==> src/rtl/fsc_pkg.sv <==
package fsc_pkg;

   typedef enum logic [1:0] {
      OP_LOAD  = 2'd0,
      OP_BUILD = 2'd1,
      OP_TEST  = 2'd2,
      OP_NONE  = 2'd3
   } op_type;

   typedef enum logic [2:0] {
      ST_IDLE,
      ST_RAW,
      ST_SQR,
      ST_ROOT,
      ST_DIV,
      ST_TEST,
      ST_DONE
   } state_type;

   localparam int NUM_PLANES = 6;
   localparam int ROOT_BITS  = 50;

endpackage

==> src/rtl/fsc_front.sv <==
module fsc_front #(
   parameter int WORD_BITS = 32
) (
   input  logic                  clock,
   input  logic                  reset,
   input  logic                  in_valid,
   output logic                  in_ready,
   input  logic [1:0]            in_opcode,
   input  logic [3:0]            in_index,
   input  logic [31:0]           in_value,
   input  logic [31:0]           in_cx,
   input  logic [31:0]           in_cy,
   input  logic [31:0]           in_cz,
   input  logic [30:0]           in_radius,
   output logic                  q_valid,
   input  logic                  q_ready,
   output logic [1:0]            q_opcode,
   output logic [3:0]            q_index,
   output logic [WORD_BITS-1:0]  q_value,
   output logic [31:0]           q_cx,
   output logic [31:0]           q_cy,
   output logic [31:0]           q_cz,
   output logic [30:0]           q_radius
);
   import fsc_pkg::*;

   localparam int QW = 2 + 4 + WORD_BITS + 32 * 3 + 31;

   logic [QW-1:0] slot_ff [2];
   logic          wptr_ff, wptr_in, rptr_ff, rptr_in;
   logic [1:0]    cnt_ff, cnt_in;
   logic [WORD_BITS-1:0] sat_value;
   logic          push, pop;

   // Sign-extend or saturate the element to the word width on entry.
   always_comb begin
      if (WORD_BITS >= 32) begin
         sat_value = WORD_BITS'($signed(in_value));
      end else if ($signed(in_value) > $signed(32'((64'd1 << (WORD_BITS - 1)) - 1))) begin
         sat_value = {1'b0, {(WORD_BITS-1){1'b1}}};
      end else if ($signed(in_value) < -$signed(32'(64'd1 << (WORD_BITS - 1)))) begin
         sat_value = {1'b1, {(WORD_BITS-1){1'b0}}};
      end else begin
         sat_value = WORD_BITS'(in_value);
      end
   end

   assign in_ready = (cnt_ff != 2'd2);
   assign q_valid  = (cnt_ff != 2'd0);
   assign push     = in_valid && in_ready;
   assign pop      = q_valid && q_ready;
   assign wptr_in  = push ? ~wptr_ff : wptr_ff;
   assign rptr_in  = pop ? ~rptr_ff : rptr_ff;
   assign cnt_in   = 2'(cnt_ff + {1'b0, push} - {1'b0, pop});

   always_ff @(posedge clock) begin
      if (reset) begin
         wptr_ff <= 1'b0;
         rptr_ff <= 1'b0;
         cnt_ff  <= 2'd0;
      end else begin
         wptr_ff <= wptr_in;
         rptr_ff <= rptr_in;
         cnt_ff  <= cnt_in;
      end
   end

   always_ff @(posedge clock) begin
      if (push) begin
         slot_ff[wptr_ff] <= {in_opcode, in_index, sat_value, in_cx, in_cy, in_cz, in_radius};
      end
   end

   assign {q_opcode, q_index, q_value, q_cx, q_cy, q_cz, q_radius} = slot_ff[rptr_ff];

endmodule

==> config.mk <==
export PLATFORM = sky130hd
export DESIGN_NAME = fsc_front
export DESIGN_NICKNAME = d
export VERILOG_FILES = /design/src/rtl/fsc_pkg.sv /design/src/rtl/fsc_front.sv
export SDC_FILE = /design/constraint.sdc
export NUM_CORES = 1
export LEC_CHECK = 0
export BUFFER_PORTS_ARGS = -buffer_cell sky130_fd_sc_hd__buf_2
export CAP_MARGIN = 5
export CELL_PAD_IN_SITES_DETAIL_PLACEMENT = 1
export CELL_PAD_IN_SITES_GLOBAL_PLACEMENT = 1
export CORE_MARGIN = 4
export CORE_UTILIZATION = 40
export DETAILED_ROUTE_END_ITERATION = 16
export PLACE_DENSITY = 0.76
export SYNTH_ARGS = -nofsm -noshare
export SYNTH_HDL_FRONTEND = slang
export SYNTH_SLANG_ARGS = --single-unit
==> constraint.sdc <==
create_clock -name clock -period 13.9 [get_ports clock]
set_input_delay 2.78 -clock clock [delete_from_list [all_inputs] [get_ports clock]]
set_output_delay 2.78 -clock clock [all_outputs]
set_load 0.05 [all_outputs]
==> results.py, run 1 <==
metrics = {
    "synthesis": {
        "syn-cell-area_um2": 12200,
        "postSynthAreaPerCell_um2": 22.7,
        "ys.warnings.count": 0,
        "ys_types": 16,
        "synth_nets": 708,
        "ys_ff_latch": 335,
        "synth_cells": 537,
        "seq_area_frac_synth_pct": 82.1,
    },
    "clock_network": {
        "cts-root-buf": "clkbuf_16",
        "post_cts_buffers": 0,
        "cts_made_buffers": 37,
        "clk_latency_ps": 490,
        "cts_sinks": 335,
        "clk_pin_slew_ps": 50,
        "h-tree-depth": 2,
        "cts_hold_buf": 0,
        "cts_resized": 0,
        "cts_max_path_buffers": 3,
        "cts_tree": "built",
    },
    "cells_and_area": {
        "area_delta_synth_final_pct": 25.5,
        "fin_area_um2": 15300,
        "fill_cells": 2861,
        "nets": 1070,
        "drive_above_1_share_pct": 59.8,
        "ff_latch_area_um2": 10000,
        "multi_input_area_um2": 1990,
    },
    "floorplanning": {
        "die_height_um": 183,
        "die_area_um2": 33300,
        "fp-row-count": 63,
        "core_area_um2": 29900,
        "die_w_um": 183,
        "start_util_pct": 40.8,
        "ios": 336,
    },
    "critical_path": {
        "worstPathRequired_ps": 11120,
        "start_kind": "flip-flop",
        "cp-end-kind": "output pin",
        "path_class": "reg -> out",
        "worstPathArrival_ps": 2640,
        "worstPathMaxFanout": 76,
    },
    "worst_hold_path": {
        "worst_hold_path_type": "reg -> reg",
    },
    "timing": {
        "maxSlewViolCount": 0,
        "rsz0062_at_grt": "no",
        "fin_setup_tns_ps": 0,
        "skew_ps": 13.2,
        "timing.final.crit_share_pct": 39.0,
        "period_needed_ps": 5420,
        "max_freq_mhz": 185,
        "setup_violations": 0,
        "finalHoldViolations": 0,
        "tightest_slew_ps": 1070,
        "slew_headroom_pct": 28.7,
    },
    "global_routing": {
        "grt_max_degree": 77,
        "grt_pass1_wl_um": 41000,
        "grt_pass1_vias": 7051,
        "antenna_found_initial": 10,
        "grt.total_usage_pct": 15.8,
        "overflow": 0,
    },
    "drt": {
        "drt_drc_violations_left": 0,
        "via_count": 6336,
        "first_pass_iters": 4,
        "routedWlPerCell_um": 20.9,
        "via_per_inst": 4.80,
        "dr.first_iter.drc_count": 279,
        "routed_wl_um": 27500,
        "antenna_left": 0,
    },
    "placed_design": {
        "hpwl_um": 18600,
        "io_buffers": 335,
        "placed_area_um2": 14200,
        "gp_congestion": 0.727,
    },
    "power": {
        "power.leakage_nw": 5.66,
        "ir_drop_mv": 0.194,
        "power.density_nw_per_um2": 212,
    },
    "run_status": {
        "run_status": "finished, final reports clean",
    },
    "run": {
        "maxCapViolCount": 0,
    },
}
[layer usage]
metal	global-route usage (%)	part of all wire (%)	vias up
met5	0	0.19	-
met4	4.20	2.1	8
met3	6.10	9.5	50
met2	28.1	52	237
met1	17.8	36	3163
li1	-	-	2878
[power by group]
part | internal, mW | switching (mW) | total, mW
Sequential | 1.27 | 0.0423 | 1.31
Combinational | 0.279 | 0.787 | 1.07
Clock | 0.507 | 0.356 | 0.863
Total | 2.06 | 1.18 | 3.24
[kinds of logic (layout without fill, tap and decap cells)]
kind of cell | Yosys count | after routing | share of synthesized area (%)
other cells | 0 | 5 | 0
flops | 335 | 335 | 82.1
simple gates | 11 | 11 | 0.441
fa+ha+maj | 2 | 2 | 0.205
mux | 166 | 166 | 15.3
xor+xnor | 3 | 3 | 0.216
buf+inv | 19 | 406 | 1.64
compound gates | 1 | 1 | 0.0616
[layout make-up]
| cell class | count | share of cell area [%] |
|---|---|---|
| Inverter | 1 | 0.0245 |
| Sequential cell | 335 | 65.5 |
| Tap cell | 390 | 3.19 |
| Multi-Input combinational cell | 183 | 13.0 |
| Timing Repair Buffer | 341 | 11.3 |
| Clock buffer | 50 | 6.37 |
| Clock inverter | 14 | 0.564 |
| Antenna cell | 5 | 0.0818 |
[final timing paths]
check / startpoint / endpoint / slack, ps / cells past startpoint
worst max register to register: cnt_ff[0]$_SDFF_PP0_ / slot_ff[0][103]$_DFFE_PP_ / 11460 / 4
worst min-delay path: rptr_ff$_SDFFE_PP0P_ / rptr_ff$_SDFFE_PP0P_ / 520 / 2
worst max-delay path: flip-flop / q_value[5] / 8480 / 3
worst min register to register: rptr_ff$_SDFFE_PP0P_ / rptr_ff$_SDFFE_PP0P_ / 520 / 2
[stage by stage]
stage                     instances  worst slack (ps)  power (mW)  hold slack [ps]  util (%)
final                          1319              8480        3.24              524      51.2
after global routing           1318              8360        3.38              576      51.2
after CTS                      1314              8440        3.29              530      51.2
after detailed placement       1250              8970        2.41              518      47.6
after global placement         1250              8980        2.39              497      47.6
after floorplan                 537              3470        2.21              481         -
[cell usage after synthesis]
master | count | area, um^2
and3_1 | 1 | 6.26
buf_2 | 1 | 5.00
buf_6 | 17 | 191
dfxtp_1 | 5 | 100
edfxtp_1 | 330 | 9910
ha_1 | 2 | 25.0
inv_1 | 1 | 3.75
mux2_2 | 166 | 1870
nand2_1 | 1 | 3.75
nand2b_1 | 1 | 6.26
nor2_1 | 5 | 18.8
nor2b_1 | 2 | 12.5
o21a_1 | 1 | 7.51
or2_2 | 1 | 6.26
xnor2_1 | 2 | 17.5
xor2_1 | 1 | 8.76
[flip-flops by register name, summed over array words and instances (netlist names), named ones only]
register / count
cnt_ff: 2
rptr_ff: 1
wptr_ff: 1
slot_ff: 330
[layout by cell type, fill, tap and decap left out, types with 2 or more instances in the layout]
cell type and n:
clkinv_1 9, clkbuf_1 13, dfxtp_1 4, clkinv_2 3, nor2b_1 2, buf_4 6, mux2_2 166, nor2_1 4
edfxtp_1 330, clkbuf_16 37, xnor2_1 2, ha_1 2, diode_2 5, buf_2 335
[worst max-delay path, cell delays in order, from the launching register on]
cell	delay, ps
dfxtp_4	570
buf_4	820
mux2_2	430
buf_2	220
No activity file was read; power rests on OpenSTA's default activity.
==> inputs of run 2 (changes only) <==
ABC_AREA = 1   (was not set)
PLACE_DENSITY = 0.79   (was 0.76)
clock period = 4.6 ns   (was 13.9 ns; I/O delays follow)
==> run 2 against run 1 <==
Effect of this change:
- critical path depth stayed put
- synthesized cell count is 2.4% higher
- worst setup slack worse by 7100 ps
- combinational power grew to 3.0 times the previous value
- flip-flop and latch count stayed put
- largest power group unchanged
- register-to-register slack worse by 8900 ps
- sequential power grew to 3.0 times the previous value
- cell count is 0.91% higher
==> results.py, run 2 <==
metrics = {
    "run_status": {
        "run_status": "finished, final reports clean",
    },
    "drt": {
        "dr.first_iter.drc_count": 266,
        "routedWlPerCell_um": 20.1,
        "routed_wl_um": 26800,
        "via_count": 6412,
        "via_per_inst": 4.82,
        "antenna_left": 0,
        "first_pass_iters": 4,
        "drt_drc_violations_left": 0,
    },
    "cells_and_area": {
        "instances_no_fill": 1331,
        "area_delta_synth_final_pct": 25.8,
        "top_register": "slot_ff",
        "top_regs": "slot_ff: 330 flops, cnt_ff: 2 flops",
        "largest_reg_flops": 330,
        "fill_cells": 2859,
        "fin_util_pct": 51.4,
        "layout_common_cells": "buf_2, edfxtp_1, mux2_2",
        "final_common_cell": "buf_2",
        "nets": 1083,
        "fin_area_um2": 15400,
        "drive_above_1_share_pct": 59.2,
    },
    "placed_design": {
        "placed_area_um2": 14300,
        "io_buffers": 335,
        "gp_congestion": 0.733,
        "place_inst": 1263,
        "dpl_worst_slack_ps": 1890,
        "hpwl_um": 18100,
    },
    "critical_path": {
        "path_cells": "buf_4 > mux2_2 > buf_2",
        "start_kind": "flip-flop",
        "worstPathArrival_ps": 2300,
        "worstPathMaxFanout": 73,
        "cp_slowest_stage_delay_ps": 710,
        "r2r-start": "cnt_ff[0]$_SDFF_PP0_",
        "cp-end-kind": "output pin",
        "crit_cells": 3,
        "crit_end": "q_cy[2]",
        "r2r_cells": 5,
        "cp_top_family": "buffers and inverters",
        "worstPathRequired_ps": 3680,
        "crit_buf_inv": 2,
        "r2r_setup_slack_ps": 2550,
        "r2r_end": "slot_ff[1][161]$_DFFE_PP_",
        "path_class": "reg -> out",
        "cp_slowest_cell": "buf_4",
    },
    "timing": {
        "setup_violations": 0,
        "maxSlewViolCount": 0,
        "rsz0062_at_grt": "no",
        "holdWs_ps": 514,
        "period_needed_ps": 3220,
        "skew_ps": 11.1,
        "tightest_slew_ps": 1030,
        "max_freq_mhz": 310,
        "fin_setup_tns_ps": 0,
        "finalHoldViolations": 0,
        "setup_ws_ps": 1380,
        "timing.final.crit_share_pct": 70.1,
        "slew_headroom_pct": 31.4,
    },
    "synthesis": {
        "synth_top_cell_area_share_pct": 81.2,
        "seq_area_frac_synth_pct": 82.0,
        "yosys.area.top_type": "edfxtp_1",
        "syn-cell-area_um2": 12200,
        "synth.top_cells.by_area": "edfxtp_1, mux2_2, buf_6, dfxtp_1, nor2_1",
        "ys_ff_latch": 335,
        "ys.warnings.count": 0,
        "synth_edf_count": 330,
        "synth_common_cells": "edfxtp_1, mux2_2, buf_6, nor2_1",
        "ys_async_sr_fraction_pct": 0,
        "synth_nets": 721,
        "synth_flop_cell": "edfxtp_1",
        "postSynthAreaPerCell_um2": 22.2,
        "yosysMostFrequentCell": "edfxtp_1",
        "ys_types": 11,
        "synth_cells": 550,
    },
    "floorplanning": {
        "die_w_um": 183,
        "die_area_um2": 33400,
        "fp-row-count": 63,
        "ios": 336,
        "core_area_um2": 29900,
        "start_util_pct": 40.9,
        "die_height_um": 183,
    },
    "power": {
        "ir_drop_mv": 0.456,
        "power.density_nw_per_um2": 638,
        "power_mw": 9.79,
        "power.leakage_nw": 5.70,
    },
    "global_routing": {
        "grt.met2_usage_pct": 27.1,
        "grt_max_degree": 97,
        "grt-busiest-layer": "met2",
        "grt.met1_usage_pct": 17.3,
        "grt_pass1_vias": 7150,
        "antenna_found_initial": 8,
        "grt.total_usage_pct": 15.4,
        "grt_use_met3_pct": 4.92,
        "grt_pass1_wl_um": 40200,
        "overflow": 0,
    },
    "clock_network": {
        "clk_pin_slew_ps": 50,
        "cts_max_path_buffers": 3,
        "h-tree-depth": 2,
        "post_cts_buffers": 0,
        "cts_resized": 0,
        "cts_tree": "built",
        "cts-root-buf": "clkbuf_16",
        "cts_hold_buf": 0,
        "cts_made_buffers": 37,
        "cts_sinks": 335,
        "clk_latency_ps": 500,
    },
    "run": {
        "maxCapViolCount": 0,
    },
    "worst_hold_path": {
        "worst_hold_path_type": "reg -> reg",
    },
}
[run 2: cell type report]
class	count	area [um^2]	share of cell area, %
timing repair buffer	341	1760	11.5
antenna	5	12.5	0.0815
multi-input combinational	189	1980	12.9
clock buffer	48	967	6.30
tap	390	488	3.18
inverter	8	33.8	0.220
clock inverter	15	98.8	0.644
sequential	335	10000	65.2
[run 2: logic make-up (layout without fill, tap and decap cells)]
kind of cell | count (synthesis) | after routing | synth area share [%]
compound gates | 2 | 2 | 0.0820
fa+ha+maj | 2 | 2 | 0.205
buf+inv | 26 | 412 | 1.86
flops | 335 | 335 | 82.0
mux | 165 | 165 | 15.2
other cells | 0 | 5 | 0
simple gates | 20 | 20 | 0.646
[run 2: worst min-delay path by stage]
stage                               from                    to  slack, ps  cells past startpoint
floorplan           rptr_ff$_SDFFE_PP0P_             flip-flop        470                      2
global placement    rptr_ff$_SDFFE_PP0P_  rptr_ff$_SDFFE_PP0P_        490                      2
detailed placement  rptr_ff$_SDFFE_PP0P_             flip-flop        500                      2
CTS                 rptr_ff$_SDFFE_PP0P_             flip-flop        520                      2
global route        rptr_ff$_SDFFE_PP0P_             flip-flop        540                      2
finish              rptr_ff$_SDFFE_PP0P_             flip-flop        510                      2
[run 2: layer usage]
layer	routed length (um)	share of wire, %
met3	2120	7.9
met4	952	3.6
met5	33	0.12
met1	9830	37
met2	13800	52
[run 2: worst register-to-register path: cells and delay by family, from the launching register on]
kind                   cells  cell delay, ps
buffers and inverters      3             930
DFF                        1             350
and+or+nand+nor            2             300
[run 2: power by group]
part,switching [mW],leakage [nW],internal (mW),total (mW)
sequential,0.101,3.12,3.87,3.97
combinational,2.39,2.05,0.825,3.22
clock,1.08,0.522,1.53,2.61
total,3.57,5.70,6.23,9.79
==> inputs of run 3 (changes only) <==
PLACE_DENSITY = 0.76   (was 0.79)
clock period = 3.1 ns   (was 4.6 ns; I/O delays follow)
==> run 3 against run 2 <==
Effect of this change:
- final area increased by 0.78%
- routed wire length is 0.11% higher
- register-to-register slack lost 1400 ps
- critical path depth did not move
- core utilization grew 0.40 points
- sequential share of layout area shrank 0.50 points
- global-route usage grew 0.15 points
- cell count did not move
- non-clock buffer count rose by 5
- hold slack worse by 210 ps
- largest cell class unchanged
- largest power group unchanged
- highest routed layer unchanged
==> results.py, run 3 (synthesis gave the netlist of run 2 again) <==
metrics = {
    "floorplanning": {
        "die_area_um2": 33400,
        "start_util_pct": 40.9,
        "core_area_um2": 29900,
        "fp-row-count": 63,
        "die_w_um": 183,
        "die_height_um": 183,
        "ios": 336,
    },
    "drt": {
        "via_per_inst": 4.78,
        "routedWlPerCell_um": 20.1,
        "via_count": 6359,
        "dr.first_iter.drc_count": 259,
        "first_pass_iters": 4,
        "wl_met3_um": 2460,
        "antenna_left": 0,
        "drt_drc_violations_left": 0,
        "met2_length_um": 13500,
        "wl_met1_um": 10300,
        "topRoutingLayerUsed": "met5",
        "routed_wl_um": 26800,
    },
    "clock_network": {
        "clk_pin_slew_ps": 50,
        "cts-root-buf": "clkbuf_16",
        "cts_tree": "built",
        "cts_hold_buf": 0,
        "cts_max_path_buffers": 3,
        "cts_made_buffers": 36,
        "cts_resized": 0,
        "cts_sinks": 335,
        "post_cts_buffers": 0,
        "h-tree-depth": 2,
        "clk_latency_ps": 500,
    },
    "timing": {
        "rsz0062_at_grt": "no",
        "setup_ws_ps": 360,
        "maxSlewViolCount": 0,
        "finalHoldViolations": 0,
        "tightest_slew_ps": 978,
        "timing.final.crit_share_pct": 88.4,
        "skew_ps": 13.4,
        "max_freq_mhz": 365,
        "setup_violations": 0,
        "period_needed_ps": 2740,
        "slew_headroom_pct": 34.8,
    },
    "global_routing": {
        "grt_pass1_vias": 7068,
        "grt_pass1_wl_um": 40700,
        "grt_max_degree": 95,
        "antenna_found_initial": 5,
        "grt.total_usage_pct": 15.6,
        "overflow": 0,
    },
    "placed_design": {
        "place_inst": 1268,
        "placed_area_um2": 14400,
        "hpwl_um": 18600,
        "dpl_worst_slack_ps": 844,
        "io_buffers": 335,
        "gp_congestion": 0.741,
    },
    "cells_and_area": {
        "multi_input_area_um2": 2020,
        "area_delta_synth_final_pct": 26.7,
        "top_regs": "slot_ff: 330 flops, cnt_ff: 2 flops",
        "nets": 1087,
        "layout_common_cells": "buf_2, edfxtp_1, mux2_2",
        "ff_latch_area_um2": 10000,
        "fill_cells": 2873,
        "fin_util_pct": 51.8,
        "largest_reg_flops": 330,
        "top_register": "slot_ff",
        "drive_above_1_share_pct": 59.4,
        "final_common_cell": "buf_2",
        "antenna_cells": 0,
        "instances_no_fill": 1331,
        "fin_area_um2": 15500,
    },
    "critical_path": {
        "cp_slowest_stage_delay_ps": 650,
        "cp_top_family": "flip-flops",
        "cp-end-kind": "output pin",
        "start_kind": "flip-flop",
        "path_class": "reg -> out",
        "cp_slowest_cell": "dfxtp_4",
        "path_cells": "buf_4 > mux2_2 > buf_2",
        "worstPathArrival_ps": 2120,
        "crit_buf_inv": 2,
        "worstPathMaxFanout": 29,
        "worstPathRequired_ps": 2480,
    },
    "run_status": {
        "run_status": "finished, final reports clean",
    },
    "run": {
        "maxCapViolCount": 0,
    },
    "worst_hold_path": {
        "worst_hold_path_type": "in -> reg",
    },
    "power": {
        "power.leakage_nw": 5.74,
        "ir_drop_mv": 0.503,
        "power.density_nw_per_um2": 948,
    },
}
run 3: changes by cell type in the layout (fill, tap and decap cells not counted), sizes merged:
cell and change:
clkbuf +1, inv -1, bufinv +1, buf +5, clkinv -1, diode -5
run 3: area by class of cell:
type	instances	share of cell area [%]
sequential	335	64.7
multi-input combinational	189	13.1
timing repair buffer	346	11.9
clock buffer	49	6.28
tap	390	3.15
clock inverter	14	0.687
inverter	8	0.218
run 3: path summary, 6_finish.rpt:
path                                      startpoint                         to  depth (start not counted)  slack, ps
worst min-delay path                           reset       cnt_ff[0]$_SDFF_PP0_                          2        300
worst min register to register  rptr_ff$_SDFFE_PP0P_                  flip-flop                          2        510
worst max-delay path                       flip-flop                   q_cx[20]                          3        360
worst max register to register  cnt_ff[0]$_SDFF_PP0_  slot_ff[1][102]$_DFFE_PP_                          5       1160
run 3: metal layers:
metal,vias to the layer above,GRT usage [%]
li1,2903,-
met1,3146,18.3
met2,252,27.2
met3,50,5.82
met4,8,3.84
met5,-,0
run 3: through the flow:
step	TNS (ps)	power, mW	hold WS, ps
final	0	14.7	303
after detailed placement	0	10.9	507
after CTS	0	14.9	271
after global placement	0	10.8	484
after global routing	0	15.3	278
after floorplan	-141310	9.80	467
run 3: power breakdown:
group | switching, mW | internal [mW] | leakage, nW | total, mW
sequential | 0.205 | 5.73 | 3.12 | 5.94
clock | 1.58 | 2.35 | 0.520 | 3.92
combinational | 3.53 | 1.28 | 2.10 | 4.81
total | 5.31 | 9.37 | 5.74 | 14.7
